## src/rtl/core/pmz_pkg.sv

```systemverilog
// Package for the peptide m/z block: widths, mass constants, residue table, types.
package pmz_pkg;

  // Accumulator width for the running residue sum.
  localparam int ACC_BITS = 34;

  localparam int CODE_W  = 8;
  localparam int DELTA_W = 28;
  localparam int CHG_W   = 4;
  localparam int MZ_W    = 33;
  localparam int STAT_W  = 2;
  localparam int ROM_W   = 25;

  // Sum is formed one bit wider than the wider of accumulator and addend.
  localparam int SUM_W = ((ACC_BITS > DELTA_W) ? ACC_BITS : DELTA_W) + 1;

  // Divider: the dividend is padded to whole 4-bit digits, one digit a cycle.
  localparam int DIG_BITS = 4;
  localparam int DIV_W    = ((ACC_BITS + DIG_BITS - 1) / DIG_BITS) * DIG_BITS;
  localparam int DIV_CYC  = DIV_W / DIG_BITS;
  localparam int CNT_W    = $clog2(DIV_CYC);
  localparam int CMP_W    = (DIV_W > MZ_W) ? DIV_W : MZ_W;

  // Masses in units of 1e-5 Da.
  localparam logic [16:0] MASS_PROTON = 17'd100728;
  localparam logic [20:0] MASS_OXYGEN = 21'd1599491;
  localparam logic [20:0] MASS_WATER  = 21'(2 * 100728 + 1599491);

  localparam logic [MZ_W-1:0] MZ_MAX = '1;

  localparam logic [CODE_W-1:0] CODE_A = 8'h41;
  localparam logic [CODE_W-1:0] CODE_Z = 8'h5A;
  localparam logic [CODE_W-1:0] CODE_X = 8'h58;
  localparam logic [CODE_W-1:0] CODE_L = 8'h4C;

  // Result status codes.
  localparam logic [STAT_W-1:0] ST_OK      = 2'd0;
  localparam logic [STAT_W-1:0] ST_NONPOS  = 2'd1;
  localparam logic [STAT_W-1:0] ST_ZERO_CH = 2'd2;

  localparam int ROM_DEPTH = 26;
  localparam logic [ROM_W-1:0] RESIDUE_ROM [ROM_DEPTH] = '{
    25'd7103711,  25'd0,        25'd10300919, 25'd11502694, 25'd12904259,
    25'd14706841, 25'd5702146,  25'd13705891, 25'd11308406, 25'd0,
    25'd12809496, 25'd11308406, 25'd13104049, 25'd11404293, 25'd0,
    25'd9705276,  25'd12805858, 25'd15610111, 25'd8703203,  25'd10104768,
    25'd0,        25'd9906841,  25'd18607931, 25'd0,        25'd16306333,
    25'd0
  };

  // Monoisotopic residue mass of an ASCII code; X is taken as L.
  function automatic logic [ROM_W-1:0] residue_mass(input logic [CODE_W-1:0] code);
    logic [CODE_W-1:0] c;
    logic [CODE_W-1:0] off;
    c   = (code == CODE_X) ? CODE_L : code;
    off = c - CODE_A;
    if (c >= CODE_A && c <= CODE_Z) begin
      return RESIDUE_ROM[off[4:0]];
    end
    return '0;
  endfunction

  typedef enum logic [1:0] {
    ST_IDLE,
    ST_CALC,
    ST_DIV,
    ST_OUT
  } pmz_state_t;

  // Controller to datapath.
  typedef struct packed {
    logic take;      // input transaction accepted
    logic calc;      // form the total and the status
    logic div_step;  // one quotient digit
    logic load_out;  // move the result into the output register
  } pmz_cmd_t;

  // Datapath to controller.
  typedef struct packed {
    logic err;       // sum not positive or zero charge
    logic div_last;  // final quotient digit this cycle
    logic out_free;  // output register can take a result
  } pmz_stat_t;

endpackage

```

## src/rtl/core/pmz_if.sv

```systemverilog
// Channel interfaces for residue input and m/z result transactions.
interface pmz_in_if;
  import pmz_pkg::*;
  logic                      valid;
  logic                      ready;
  logic [CODE_W-1:0]         residue_code;
  logic                      has_mod;
  logic signed [DELTA_W-1:0] mod_delta;
  logic [CHG_W-1:0]          charge;
  logic                      last;

  modport source (output valid, residue_code, has_mod, mod_delta, charge, last,
                  input ready);
  modport sink   (input valid, residue_code, has_mod, mod_delta, charge, last,
                  output ready);
endinterface

interface pmz_out_if;
  import pmz_pkg::*;
  logic              valid;
  logic              ready;
  logic [MZ_W-1:0]   mz;
  logic [STAT_W-1:0] status;

  modport source (output valid, mz, status, input ready);
  modport sink   (input valid, mz, status, output ready);
endinterface

```

## src/rtl/core/peptide_mz_from_residues_top.sv

```systemverilog
// Top level of the peptide m/z block: controller, datapath and channel hookup.
// A residue that is not final is absorbed in the cycle it is accepted, one per cycle while idle.
// A final residue passes through the total step, the divider (4 bits a digit) and the output
// load, which waits for a free output register; the divider is skipped when the sum is not
// positive or the charge is zero. New residues are taken only once the result is loaded.
// Reset (rst_n low, synchronous): clears the residue sum, the state and the output valid.
module peptide_mz_from_residues_top (
  input  logic      clk,
  input  logic      rst_n,
  pmz_in_if.sink    in_ch,
  pmz_out_if.source out_ch
);
  import pmz_pkg::*;

  pmz_cmd_t  cmd;
  pmz_stat_t stat;
  logic      in_ready;

  // The controller takes input transactions only while idle; residues that are not
  // final stream at full rate; a final one starts the total step, then divide unless in error.
  pmz_ctrl u_ctrl (
    .clk      (clk),
    .rst_n    (rst_n),
    .in_valid (in_ch.valid),
    .in_last  (in_ch.last),
    .in_ready (in_ready),
    .stat     (stat),
    .cmd      (cmd)
  );

  assign in_ch.ready = in_ready;

  // The datapath owns the accumulator, the divider and the output register. The
  // output register lets new residues flow in while a finished result waits.
  pmz_dp u_dp (
    .clk             (clk),
    .rst_n           (rst_n),
    .cmd             (cmd),
    .stat            (stat),
    .in_residue_code (in_ch.residue_code),
    .in_has_mod      (in_ch.has_mod),
    .in_mod_delta    (in_ch.mod_delta),
    .in_charge       (in_ch.charge),
    .in_last         (in_ch.last),
    .out_valid       (out_ch.valid),
    .out_ready       (out_ch.ready),
    .out_mz          (out_ch.mz),
    .out_status      (out_ch.status)
  );

endmodule

```

## src/rtl/core/pmz_dp.sv

```systemverilog
// Datapath: saturating residue accumulator, total formation, digit divider, output register.
module pmz_dp (
  input  logic                               clk,
  input  logic                               rst_n,
  input  pmz_pkg::pmz_cmd_t                  cmd,
  output pmz_pkg::pmz_stat_t                 stat,
  input  logic [pmz_pkg::CODE_W-1:0]         in_residue_code,
  input  logic                               in_has_mod,
  input  logic signed [pmz_pkg::DELTA_W-1:0] in_mod_delta,
  input  logic [pmz_pkg::CHG_W-1:0]          in_charge,
  input  logic                               in_last,
  output logic                               out_valid,
  input  logic                               out_ready,
  output logic [pmz_pkg::MZ_W-1:0]           out_mz,
  output logic [pmz_pkg::STAT_W-1:0]         out_status
);
  import pmz_pkg::*;

  localparam logic signed [SUM_W-1:0] SAT_HI =
    SUM_W'((64'sd1 <<< (ACC_BITS - 1)) - 64'sd1);
  localparam logic signed [SUM_W-1:0] SAT_LO = -SAT_HI - SUM_W'(1);

  logic signed [ACC_BITS-1:0] acc_r, acc_nxt;
  logic signed [ACC_BITS-1:0] fin_r, fin_nxt;
  logic [CHG_W-1:0]           charge_r, charge_nxt;
  logic [STAT_W-1:0]          status_r, status_nxt;
  logic [DIV_W-1:0]           quo_r, quo_nxt;
  logic [CHG_W-1:0]           rem_r, rem_nxt;
  logic [CNT_W-1:0]           cnt_r, cnt_nxt;
  logic                       out_valid_r, out_valid_nxt;
  logic [MZ_W-1:0]            out_mz_r, out_mz_nxt;
  logic [STAT_W-1:0]          out_status_r, out_status_nxt;

  logic signed [SUM_W-1:0]    addend;
  logic signed [SUM_W-1:0]    sum_raw;
  logic signed [ACC_BITS-1:0] sum_sat;
  logic [DIV_W-1:0]           total;
  logic [CHG_W:0]             r5;
  logic [CHG_W-1:0]           r_step;
  logic [DIV_W-1:0]           q_step;
  logic                       err;

  // Saturating accumulate of the table mass or the modified mass.
  always_comb begin
    addend  = in_has_mod ? SUM_W'(in_mod_delta)
                         : $signed({{(SUM_W-ROM_W){1'b0}}, residue_mass(in_residue_code)});
    sum_raw = SUM_W'(acc_r) + addend;
    if (sum_raw > SAT_HI) begin
      sum_sat = ACC_BITS'(SAT_HI);
    end else if (sum_raw < SAT_LO) begin
      sum_sat = ACC_BITS'(SAT_LO);
    end else begin
      sum_sat = ACC_BITS'(sum_raw);
    end
  end

  // Final sum is positive when used, so its magnitude fits ACC_BITS-1 bits.
  assign total = DIV_W'(fin_r[ACC_BITS-2:0]) + DIV_W'(MASS_WATER)
               + DIV_W'(charge_r) * DIV_W'(MASS_PROTON);

  assign err = (fin_r <= 0) || (charge_r == '0);

  // Restoring division, four quotient bits per cycle.
  always_comb begin
    r_step = rem_r;
    q_step = quo_r;
    r5     = '0;
    for (int i = 0; i < DIG_BITS; i++) begin
      r5     = {r_step, q_step[DIV_W-1]};
      q_step = {q_step[DIV_W-2:0], 1'b0};
      if (r5 >= {1'b0, charge_r}) begin
        r5        = r5 - {1'b0, charge_r};
        q_step[0] = 1'b1;
      end
      r_step = r5[CHG_W-1:0];
    end
  end

  always_comb begin
    acc_nxt        = acc_r;
    fin_nxt        = fin_r;
    charge_nxt     = charge_r;
    status_nxt     = status_r;
    quo_nxt        = quo_r;
    rem_nxt        = rem_r;
    cnt_nxt        = cnt_r;
    out_valid_nxt  = out_valid_r && !out_ready;
    out_mz_nxt     = out_mz_r;
    out_status_nxt = out_status_r;

    if (cmd.take) begin
      if (in_last) begin
        fin_nxt    = sum_sat;
        charge_nxt = in_charge;
        acc_nxt    = '0;
      end else begin
        acc_nxt = sum_sat;
      end
    end

    if (cmd.calc) begin
      priority if (fin_r <= 0) begin
        status_nxt = ST_NONPOS;
      end else if (charge_r == '0) begin
        status_nxt = ST_ZERO_CH;
      end else begin
        status_nxt = ST_OK;
      end
      quo_nxt = total;
      rem_nxt = '0;
      cnt_nxt = '0;
    end

    if (cmd.div_step) begin
      quo_nxt = q_step;
      rem_nxt = r_step;
      cnt_nxt = cnt_r + CNT_W'(1);
    end

    if (cmd.load_out) begin
      out_valid_nxt  = 1'b1;
      out_status_nxt = status_r;
      if (status_r != ST_OK) begin
        out_mz_nxt = '0;
      end else if (CMP_W'(quo_r) > CMP_W'(MZ_MAX)) begin
        out_mz_nxt = MZ_MAX;
      end else begin
        out_mz_nxt = MZ_W'(quo_r);
      end
    end
  end

  always_ff @(posedge clk) begin
    if (!rst_n) begin
      acc_r       <= '0;
      out_valid_r <= 1'b0;
      cnt_r       <= '0;
    end else begin
      acc_r       <= acc_nxt;
      out_valid_r <= out_valid_nxt;
      cnt_r       <= cnt_nxt;
    end
  end

  always_ff @(posedge clk) begin
    fin_r        <= fin_nxt;
    charge_r     <= charge_nxt;
    status_r     <= status_nxt;
    quo_r        <= quo_nxt;
    rem_r        <= rem_nxt;
    out_mz_r     <= out_mz_nxt;
    out_status_r <= out_status_nxt;
  end

  assign stat.err      = err;
  assign stat.div_last = (cnt_r == CNT_W'(DIV_CYC - 1));
  assign stat.out_free = !out_valid_r || out_ready;

  assign out_valid  = out_valid_r;
  assign out_mz     = out_mz_r;
  assign out_status = out_status_r;

  // The accumulator is clear right after a peptide's final residue.
  a_acc_clear: assert property (@(posedge clk) disable iff (!rst_n)
    (cmd.take && in_last) |=> (acc_r == '0))
    else $error("accumulator not cleared after final residue");

  // An error result never carries an m/z value.
  a_err_zero: assert property (@(posedge clk) disable iff (!rst_n)
    (out_valid_r && out_status_r != ST_OK) |-> (out_mz_r == '0))
    else $error("error result with nonzero m/z");

  // A result is never loaded over one that has not been taken.
  a_no_overwrite: assert property (@(posedge clk) disable iff (!rst_n)
    cmd.load_out |-> (!out_valid_r || out_ready))
    else $error("output register overwritten");

endmodule

```

## src/rtl/core/pmz_ctrl.sv

```systemverilog
// Controller state machine sequencing accumulate, total, divide and result load.
module pmz_ctrl (
  input  logic                clk,
  input  logic                rst_n,
  input  logic                in_valid,
  input  logic                in_last,
  output logic                in_ready,
  input  pmz_pkg::pmz_stat_t  stat,
  output pmz_pkg::pmz_cmd_t   cmd
);
  import pmz_pkg::*;

  pmz_state_t state_r, state_nxt;

  always_ff @(posedge clk) begin
    if (!rst_n) begin
      state_r <= ST_IDLE;
    end else begin
      state_r <= state_nxt;
    end
  end

  always_comb begin
    state_nxt = state_r;
    in_ready  = 1'b0;
    cmd       = '0;
    unique case (state_r)
      ST_IDLE: begin
        in_ready = 1'b1;
        if (in_valid) begin
          cmd.take = 1'b1;
          if (in_last) begin
            state_nxt = ST_CALC;
          end
        end
      end
      ST_CALC: begin
        cmd.calc  = 1'b1;
        state_nxt = stat.err ? ST_OUT : ST_DIV;
      end
      ST_DIV: begin
        cmd.div_step = 1'b1;
        if (stat.div_last) begin
          state_nxt = ST_OUT;
        end
      end
      ST_OUT: begin
        if (stat.out_free) begin
          cmd.load_out = 1'b1;
          state_nxt    = ST_IDLE;
        end
      end
      default: state_nxt = ST_IDLE;
    endcase
  end

  // The divider runs its full digit count.
  a_div_hold: assert property (@(posedge clk) disable iff (!rst_n)
    (state_r == ST_DIV && !stat.div_last) |=> (state_r == ST_DIV))
    else $error("divider left early");

  // An error peptide skips the divider.
  a_err_skip: assert property (@(posedge clk) disable iff (!rst_n)
    (state_r == ST_CALC && stat.err) |=> (state_r == ST_OUT))
    else $error("error case entered divider");

  // A pending result waits while the output is full.
  a_out_wait: assert property (@(posedge clk) disable iff (!rst_n)
    (state_r == ST_OUT && !stat.out_free) |=> (state_r == ST_OUT))
    else $error("result dropped while output full");

endmodule

```

## src/flat_wrapper.sv

```systemverilog
// flat-port wrapper written by rule: the top's interface ports become plain ports
module peptide_mz_from_residues_top_flat import pmz_pkg::*;
  (clk, rst_n, in_ch_valid, in_ch_residue_code, in_ch_has_mod, in_ch_mod_delta, in_ch_charge, in_ch_last, in_ch_ready, out_ch_valid, out_ch_mz, out_ch_status, out_ch_ready);
  pmz_in_if in_ch_i ();
  pmz_out_if out_ch_i ();
  input  logic clk;
  input  logic rst_n;
  input wire logic [$bits(in_ch_i.valid)-1:0] in_ch_valid;
  input wire logic [$bits(in_ch_i.residue_code)-1:0] in_ch_residue_code;
  input wire logic [$bits(in_ch_i.has_mod)-1:0] in_ch_has_mod;
  input wire logic [$bits(in_ch_i.mod_delta)-1:0] in_ch_mod_delta;
  input wire logic [$bits(in_ch_i.charge)-1:0] in_ch_charge;
  input wire logic [$bits(in_ch_i.last)-1:0] in_ch_last;
  output wire logic [$bits(in_ch_i.ready)-1:0] in_ch_ready;
  output wire logic [$bits(out_ch_i.valid)-1:0] out_ch_valid;
  output wire logic [$bits(out_ch_i.mz)-1:0] out_ch_mz;
  output wire logic [$bits(out_ch_i.status)-1:0] out_ch_status;
  input wire logic [$bits(out_ch_i.ready)-1:0] out_ch_ready;
  assign in_ch_i.valid = in_ch_valid;
  assign in_ch_i.residue_code = in_ch_residue_code;
  assign in_ch_i.has_mod = in_ch_has_mod;
  assign in_ch_i.mod_delta = in_ch_mod_delta;
  assign in_ch_i.charge = in_ch_charge;
  assign in_ch_i.last = in_ch_last;
  assign in_ch_ready = in_ch_i.ready;
  assign out_ch_valid = out_ch_i.valid;
  assign out_ch_mz = out_ch_i.mz;
  assign out_ch_status = out_ch_i.status;
  assign out_ch_i.ready = out_ch_ready;
  peptide_mz_from_residues_top u_core (.clk(clk), .rst_n(rst_n), .in_ch(in_ch_i), .out_ch(out_ch_i));
endmodule
```

## config.mk

```make
export PLATFORM = sky130hd
export DESIGN_NAME = peptide_mz_from_residues_top_flat
export DESIGN_NICKNAME = d
export VERILOG_FILES = /design/src/rtl/core/pmz_pkg.sv /design/src/rtl/core/pmz_if.sv /design/src/rtl/core/peptide_mz_from_residues_top.sv /design/src/rtl/core/pmz_dp.sv /design/src/rtl/core/pmz_ctrl.sv /design/src/flat_wrapper.sv
export SDC_FILE = /design/constraint.sdc
export NUM_CORES = 1
export LEC_CHECK = 0
export BUFFER_PORTS_ARGS = -buffer_cell sky130_fd_sc_hd__buf_4
export CAP_MARGIN = 20
export CORE_ASPECT_RATIO = 0.7
export CORE_MARGIN = 2
export CORE_UTILIZATION = 49
export CTS_BUF_LIST = sky130_fd_sc_hd__clkbuf_4 sky130_fd_sc_hd__clkbuf_8
export DETAILED_ROUTE_END_ITERATION = 16
export PLACE_DENSITY = 0.78
export SETUP_SLACK_MARGIN = 0.5
export SYNTH_ARGS = -nofsm -noshare
export SYNTH_HDL_FRONTEND = slang
export SYNTH_SLANG_ARGS = --single-unit
```

## constraint.sdc

```tcl
create_clock -name clk -period 9.3 [get_ports clk]
set_input_delay 0.93 -clock clk [delete_from_list [all_inputs] [get_ports clk]]
set_output_delay 0.93 -clock clk [all_outputs]
set_load 0.02 [all_outputs]
```

==> results_tabular.tex, run 1 <==
\begin{tabular}{lr}
\hline
Metric & Value \\
\hline
\multicolumn{2}{l}{\textbf{Status}} \\
Outcome & finished clean \\
\multicolumn{2}{l}{\textbf{GRT}} \\
GR Util All Layers & between 20\% and 30\% \\
Maximum number of pins on one net before global-route repair & 70 \\
Number of antenna violations at the first check in global routing & 0 \\
Vias in the first global route & around 9.6k \\
Global-route congestion overflow total & 0 \\
Wire length of the first global-routing pass & between 40 and 50 mm \\
\multicolumn{2}{l}{\textbf{Die}} \\
DIE AREA & around 0.026 sq mm \\
Number of cell rows & between 40 and 50 \\
Number of primary I/O pins & 83 \\
Die Width & between 150 and 200 microns \\
Starting utilization of the core area & between 40 and 50\% \\
Core Region & 0.0246 sq mm \\
Die Y-Extent & about 140 microns \\
\multicolumn{2}{l}{\textbf{Place}} \\
Sum of net half-perimeters after detailed placement & around 24 mm \\
Final weighted congestion of routability-driven global placement & roughly 0.97 \\
Count of buffers inserted at the top-level ports & 82 \\
\multicolumn{2}{l}{\textbf{Min path}} \\
Cell depth of the worst min-delay path & 1 \\
Hold path start & u\_core.u\_dp.acc\_r[15] \\
HP Class & flop to flop \\
End of the worst hold path & u\_core.u\_dp.acc\_r[15] \\
\multicolumn{2}{l}{\textbf{Setup path}} \\
CP max FO & 9 \\
Maximum single-stage delay on the critical path & approximately 0.54 ns \\
Critical-path top delay cell & sky130\_fd\_sc\_hd\_\_edfxtp\_1 \\
Setup crit end kind & flop \\
Data arrival time of the worst path & between 8 and 9 ns \\
Worst R2R Start & u\_core.u\_dp.charge\_r[1] \\
Crit path required time & 9.52 ns \\
Most frequent cell on the critical path & sky130\_fd\_sc\_hd\_\_ha\_1 \\
Setup slack on the worst flop-to-flop path & 1.47 ns \\
Worst setup path start & u\_core.u\_dp.charge\_r[1] \\
Endpoint of the worst register-to-register path & u\_core.u\_dp.rem\_r[3] \\
Worst Setup Start Kind & flop \\
Reg2Reg Depth & 30 \\
Worst Path Class, Setup & flop to flop \\
\multicolumn{2}{l}{\textbf{Drt}} \\
Total number of vias & approximately 10k \\
WL met1 & about 15 mm \\
Detailed router's first-iteration violation count & roughly 1.1k \\
WL/cell & roughly 18 microns \\
Detailed-routed wire length on met2 & 13.1 mm \\
Total wirelength of the detailed-routed design & 31.4 mm \\
Top routing layer in use & met4 \\
Vias per cell & 6.01 \\
Residual antenna-violating net count after detailed routing & 0 \\
Length of the first detailed-routing pass in iterations & 6 \\
Met3 layer wire length in the routed design & 2.62 mm \\
Total DRC errors in the routed layout & 0 \\
\multicolumn{2}{l}{\textbf{Timing}} \\
Portion of the clock cycle consumed by the worst path in the final layout & between 80\% and 90\% \\
Final Critical Period & approximately 8 ns \\
Hold violation count in the final report & 0 \\
Post-Route Setup TNS & 0 ns \\
Transition at the pin with the smallest max-transition slack & between 1 and 1.5 ns \\
Unrepaired setup endpoints after global routing & false \\
Max-slew violation count & 0 \\
Worst relative slew slack & between 20\% and 30\% \\
Worst Hold Margin & about 0.48 ns \\
Peak Freq & about 130 MHz \\
Final number of setup-violating endpoints & 0 \\
Clock skew & 0.0206 ns \\
\multicolumn{2}{l}{\textbf{Logic synthesis}} \\
List of most frequent post-synthesis cells & sky130\_fd\_sc\_hd\_\_ha\_1, sky130\_fd\_sc\_hd\_\_nand2\_1, sky130\_fd\_sc\_hd\_\_o21ai\_0 \\
Cell types occupying the most area after synthesis & sky130\_fd\_sc\_hd\_\_edfxtp\_1, sky130\_fd\_sc\_hd\_\_ha\_1, sky130\_fd\_sc\_hd\_\_dfxtp\_1 \\
Post-Syn Instances & about 1.3k \\
Area of the mapped netlist & approximately 0.012 sq mm \\
Most numerous cell in the Yosys netlist & sky130\_fd\_sc\_hd\_\_ha\_1 \\
Synth area leader & sky130\_fd\_sc\_hd\_\_edfxtp\_1 \\
Post-synthesis sequential element count & between 150 and 200 \\
Fraction of post-synthesis cell area in the top cell type by area & $\sim$28\% \\
Seq/Total Area, Yosys & between 30\% and 40\% \\
Dominant register cell in the synthesized netlist & sky130\_fd\_sc\_hd\_\_edfxtp\_1 \\
Post-synth net total & 1,517 \\
Async set-reset flop share out of synthesis & 0\% \\
Distinct cell type count after synthesis & $\sim$80 \\
Yosys warns & 0 \\
Average cell area after synthesis & just over 9 sq um \\
Count of flip-flops with a built-in enable after synthesis & 115 \\
\multicolumn{2}{l}{\textbf{Clock tree}} \\
Maximum root-to-sink buffer count & 2 \\
Master cell of the clock root buffer & sky130\_fd\_sc\_hd\_\_clkbuf\_8 \\
Setup bufs post-CTS & 0 \\
\# clock sinks & around 160 \\
Post-CTS sizing & 0 \\
CTS tree & built \\
Hold buffer count at CTS & 0 \\
CTS Buf Count & 17 \\
CTS clock-pin slew for the worst setup and hold paths & roughly 0.090 ns \\
Clk Latency, worst-skew pair & between 0.4 and 0.5 ns \\
Clock H-tree levels & 4 \\
\multicolumn{2}{l}{\textbf{Layout}} \\
Layout-stage area growth over the synthesis result & 10.5\% \\
Antenna diode count & 0 \\
Share of final-layout standard cells stronger than drive strength 1 & 11.7\% \\
Nets@finish & between 1.5k and 2k \\
Fill cells & between 2k and 2.5k \\
\multicolumn{2}{l}{\textbf{Power}} \\
Leakage component of the power & roughly 6 nW \\
Power per unit of standard cell area & between 300 and 400 mW/mm\^{}2 \\
Worst VDD drop & 0.000381 V \\
\multicolumn{2}{l}{\textbf{Job}} \\
Total of max-cap violations & 0 \\
\hline
\end{tabular}
[stage by stage]
step,power [mW],setup slack (ns),instances,utilization [%],cell area [sq um]
CTS,4.22,1.45,1723,54.9,13500
finish,4.26,1.47,1726,55.0,13500
global route,4.58,0.884,1726,55.0,13500
floorplan,3.16,2.27,1335,-,12200
global placement,3.66,1.75,1691,53.4,13100
detailed placement,3.72,1.46,1691,53.4,13100
[how the worst max path moves through the flow]
| stage | cells after the start | slack [ns] | to |
|---|---|---|---|
| 6_report | 30 | 1.47 | u_core.u_dp.rem_r[3] |
| 5_1_grt | 30 | 0.88 | u_core.u_dp.rem_r[3] |
| 4_1_cts | 30 | 1.45 | u_core.u_dp.rem_r[3] |
| 3_5_place_dp | 30 | 1.46 | u_core.u_dp.rem_r[3] |
| 3_3_place_gp | 30 | 1.75 | u_core.u_dp.rem_r[3] |
| 2_1_floorplan | 29 | 2.27 | u_core.u_dp.rem_r[1] |
[per-layer routing]
metal | GRT usage (%) | vias to the layer above
li1 | - | 5001
met1 | 36.3 | 4940
met2 | 34.6 | 399
met3 | 5.60 | 37
met4 | 5.09 | 0
met5 | 0 | -
[sequential cells by signal, indices dropped and copies added, names as in the netlist]
name	flops
u_core.u_dp.out_status	2
u_core.u_dp.out_valid	1
u_core.u_dp.fin_r	34
u_core.u_dp.out_mz	33
u_core.u_dp.status_r	2
u_core.u_dp.quo_r	36
u_core.u_dp.rem_r	4
u_core.u_ctrl.state_r	2
u_core.u_dp.charge_r	4
u_core.u_dp.acc_r	34
u_core.u_dp.cnt_r	4
[power by group]
part           internal (mW)  switching [mW]  leakage [nW]
sequential              1.04          0.0995          1.41
combinational           1.11            1.50          4.24
clock                  0.215           0.281         0.180
[worst max-delay path, delay by kind of cell, from the launching register on]
kind            cells  cell delay [ns]
compound gates     12             2.72
fa+ha+maj           4             1.18
buf+inv             2             0.49
flops               1             0.54
mux                 5             1.52
simple gates        7             1.11
[final cells by class]
class / instances / area, sq um / share of cell area, %
Timing Repair Buffer: 99 / 756 / 5.59
Sequential cell: 156 / 4270 / 31.6
Clock buffer: 17 / 234 / 1.73
Inverter: 92 / 345 / 2.56
Tap cell: 325 / 407 / 3.01
Clock inverter: 15 / 139 / 1.03
Multi-Input combinational cell: 1022 / 7360 / 54.5
[cell families (layout without fill, tap and decap cells)]
logic type,after synthesis,in the layout,share of synthesized area [%]
compound gates,429,429,23.4
simple gates,350,350,13.8
buf+inv,157,223,5.11
flops,156,156,34.9
fa+ha+maj,136,136,14.5
xor+xnor,87,87,6.23
mux,20,20,1.99
[cells in the final DEF, fill, tap and decap left out, drive strengths merged, types with 26 or more instances in the layout]
master  count
a21o       39
a21oi      84
buf        98
dfxtp      41
edfxtp    115
ha        126
inv        96
nand2     120
nand3      26
nor2       63
nor3       34
o21a       43
o21ai     116
xnor2      49
xor2       38
(Power assumes the default switching activity.)
==> inputs of run 2 (changes only) <==
==> constraint.sdc (replaced) <==
create_clock -name clk -period 8.1 [get_ports clk]
set_input_delay 0.81 -clock clk [delete_from_list [all_inputs] [get_ports clk]]
set_output_delay 0.81 -clock clk [all_outputs]
set_load 0.02 [all_outputs]
==> run 2 against run 1 <==
  * Power increased by 17%
  * Clock skew about the same
  * Die area unchanged
  * Non-clock buffer count increased by 14
  * Worst setup slack got worse by 0.52 ns
  * Wire length decreased by 0.62%
  * Hold slack improved by 0.0043 ns
  * Via count increased by 0.37%
  * Register-to-register slack got worse by 0.52 ns
  * Flip-flop and latch count unchanged
  * Combinational power increased by 16%
  * Global-route usage decreased by 0.30 points
  * Largest power group unchanged
  * Highest routed layer unchanged
==> results_tabular.tex, run 2 (synthesized netlist as in run 1, its figures left out) <==
\begin{tabular}{lr}
\hline
Metric & Value \\
\hline
\multicolumn{2}{l}{\textbf{Layout}} \\
Nets@finish & 1,584 \\
Share of final-layout standard cells stronger than drive strength 1 & between 10\% and 20\% \\
Layout-stage area growth over the synthesis result & 11.8\% \\
Leading cell type in the layout, fill and taps excluded & sky130\_fd\_sc\_hd\_\_ha\_1 \\
Register with the most flip-flops & u\_core.u\_dp.quo\_r \\
Most frequent cells in the layout & sky130\_fd\_sc\_hd\_\_ha\_1, sky130\_fd\_sc\_hd\_\_nand2\_1, sky130\_fd\_sc\_hd\_\_o21ai\_0, sky130\_fd\_sc\_hd\_\_edfxtp\_1, sky130\_fd\_sc\_hd\_\_buf\_4 \\
Antenna diode count & 0 \\
Fill cells & 2,127 \\
Biggest regs & u\_core.u\_dp.quo\_r x36, u\_core.u\_dp.acc\_r x34, u\_core.u\_dp.fin\_r x34 \\
Flip-flop count of the largest register, all copies and words added & 36 \\
\multicolumn{2}{l}{\textbf{Clock tree}} \\
Master cell of the clock root buffer & sky130\_fd\_sc\_hd\_\_clkbuf\_8 \\
CTS Buf Count & 17 \\
CTS clock-pin slew for the worst setup and hold paths & approximately 0.090 ns \\
Maximum root-to-sink buffer count & 2 \\
Clk Latency, worst-skew pair & 0.47 ns \\
\# clock sinks & around 160 \\
Hold buffer count at CTS & 0 \\
CTS tree & built \\
Clock H-tree levels & 4 \\
\multicolumn{2}{l}{\textbf{Setup path}} \\
Maximum single-stage delay on the critical path & between 0.4 and 0.5 ns \\
Worst R2R Start & u\_core.u\_dp.charge\_r[2] \\
Critical-path top delay cell & sky130\_fd\_sc\_hd\_\_edfxtp\_1 \\
Endpoint of the worst register-to-register path & u\_core.u\_dp.rem\_r[2] \\
Worst Path Class, Setup & flop to flop \\
Setup slack on the worst flop-to-flop path & between 0.9 and 1 ns \\
Reg2Reg Depth & 29 \\
Most frequent cell on the critical path & sky130\_fd\_sc\_hd\_\_ha\_1 \\
CP max FO & 7 \\
Data arrival time of the worst path & 7.38 ns \\
Setup crit end kind & flop \\
Crit path required time & 8.32 ns \\
Worst Setup Start Kind & flop \\
\multicolumn{2}{l}{\textbf{Power}} \\
Worst VDD drop & 0.000461 V \\
Leakage component of the power & 5.93 nW \\
Power per unit of standard cell area & between 300 and 400 mW/mm\^{}2 \\
\multicolumn{2}{l}{\textbf{GRT}} \\
Wire length of the first global-routing pass & just under 50 mm \\
Maximum number of pins on one net before global-route repair & 70 \\
GR Util All Layers & 23.7\% \\
Global-route congestion overflow total & 0 \\
Number of antenna violations at the first check in global routing & 0 \\
Vias in the first global route & approximately 9.5k \\
\multicolumn{2}{l}{\textbf{Min path}} \\
Hold path start & u\_core.u\_dp.acc\_r[8] \\
HP Class & flop to flop \\
End of the worst hold path & u\_core.u\_dp.acc\_r[8] \\
Cell depth of the worst min-delay path & 1 \\
\multicolumn{2}{l}{\textbf{Place}} \\
Final weighted congestion of routability-driven global placement & 0.953 \\
Sum of net half-perimeters after detailed placement & $\sim$24 mm \\
Count of buffers inserted at the top-level ports & between 80 and 90 \\
\multicolumn{2}{l}{\textbf{Drt}} \\
Detailed router's first-iteration violation count & $\sim$1.1k \\
WL/cell & between 15 and 20 microns \\
Total wirelength of the detailed-routed design & a little over 30 mm \\
Vias per cell & between 5 and 6 \\
Total number of vias & 10.4k \\
Residual antenna-violating net count after detailed routing & 0 \\
Length of the first detailed-routing pass in iterations & 6 \\
Total DRC errors in the routed layout & 0 \\
\multicolumn{2}{l}{\textbf{Timing}} \\
Unrepaired setup endpoints after global routing & false \\
Clock skew & 0.0210 ns \\
Portion of the clock cycle consumed by the worst path in the final layout & approximately nine tenths \\
Worst relative slew slack & roughly half \\
Hold violation count in the final report & 0 \\
Final number of setup-violating endpoints & 0 \\
Transition at the pin with the smallest max-transition slack & about 0.73 ns \\
Peak Freq & between 100 and 150 MHz \\
Worst Hold Margin & between 0.4 and 0.5 ns \\
Max-slew violation count & 0 \\
Post-Route Setup TNS & 0 ns \\
Final Critical Period & just over 7 ns \\
\multicolumn{2}{l}{\textbf{Die}} \\
Number of primary I/O pins & a little over 80 \\
DIE AREA & about 0.026 sq mm \\
Core Region & $\sim$0.025 sq mm \\
Starting utilization of the core area & around half \\
Die Y-Extent & 136 microns \\
Number of cell rows & between 40 and 50 \\
Die Width & 193 microns \\
\multicolumn{2}{l}{\textbf{Job}} \\
Total of max-cap violations & 0 \\
\multicolumn{2}{l}{\textbf{Status}} \\
Outcome & finished clean \\
\hline
\end{tabular}
run 2: worst max path at each step:
stage	start	endpoint	slack, ns	cells past startpoint
6_report	u_core.u_dp.charge_r[2]	u_core.u_dp.rem_r[2]	0.94	29
5_1_grt	u_core.u_dp.charge_r[1]	u_core.u_dp.rem_r[2]	0.47	30
4_1_cts	u_core.u_dp.charge_r[1]	u_core.u_dp.rem_r[2]	0.54	30
3_5_place_dp	u_core.u_dp.charge_r[1]	u_core.u_dp.rem_r[2]	0.55	30
3_3_place_gp	u_core.u_dp.charge_r[1]	u_core.u_dp.rem_r[2]	0.81	30
2_1_floorplan	u_core.u_dp.charge_r[1]	u_core.u_dp.rem_r[1]	1.07	29
run 2: power breakdown:
group / leakage [nW] / internal [mW] / total (mW) / switching [mW]
logic: 4.31 / 1.32 / 3.05 / 1.73
clock network: 0.206 / 0.316 / 0.639 / 0.323
registers: 1.41 / 1.20 / 1.31 / 0.111
run 2: metal layers:
metal	GRT usage, %	up-vias	wire length, microns
met5	0	-	0
met3	5.63	37	2620
met1	36.1	4967	15200
met2	33.9	396	13100
met4	4.75	0	313
li1	-	5015	-
run 2: area by class of cell:
type,count,area (sq um),area share (%)
flip-flops and latches,156,4270,31.2
well taps,325,407,2.97
clock inverters,14,183,1.34
inverters,92,345,2.52
repair buffers,113,861,6.29
clock buffers,18,241,1.77
multi-input cells,1022,7370,53.9
run 2: worst max-delay path: cells and delay by family (launching register included):
family	cells	cell delay (ns)
AO/OA/AOI/OAI	11	2.48
multiplexers	5	1.48
adder cells (fa/ha/maj)	4	1.19
AND/OR/NAND/NOR	6	0.87
flip-flops	1	0.49
buffers and inverters	3	0.41
run 2: metrics by stage:
stage	setup slack (ns)	utilization (%)	instances	power (mW)	instance area (sq um)
after floorplan	1.07	-	1335	3.62	12200
after detailed placement	0.551	53.6	1697	4.27	13200
after global routing	0.474	55.7	1740	5.40	13700
final	0.941	55.7	1740	5.00	13700
after CTS	0.543	55.3	1729	4.93	13600
after global placement	0.812	53.5	1695	4.18	13100
run 2: timing repair:
action,4_1_cts,5_1_grt
buffers inserted,0,10
resized for setup,0,5
setup endpoints to repair,0,5
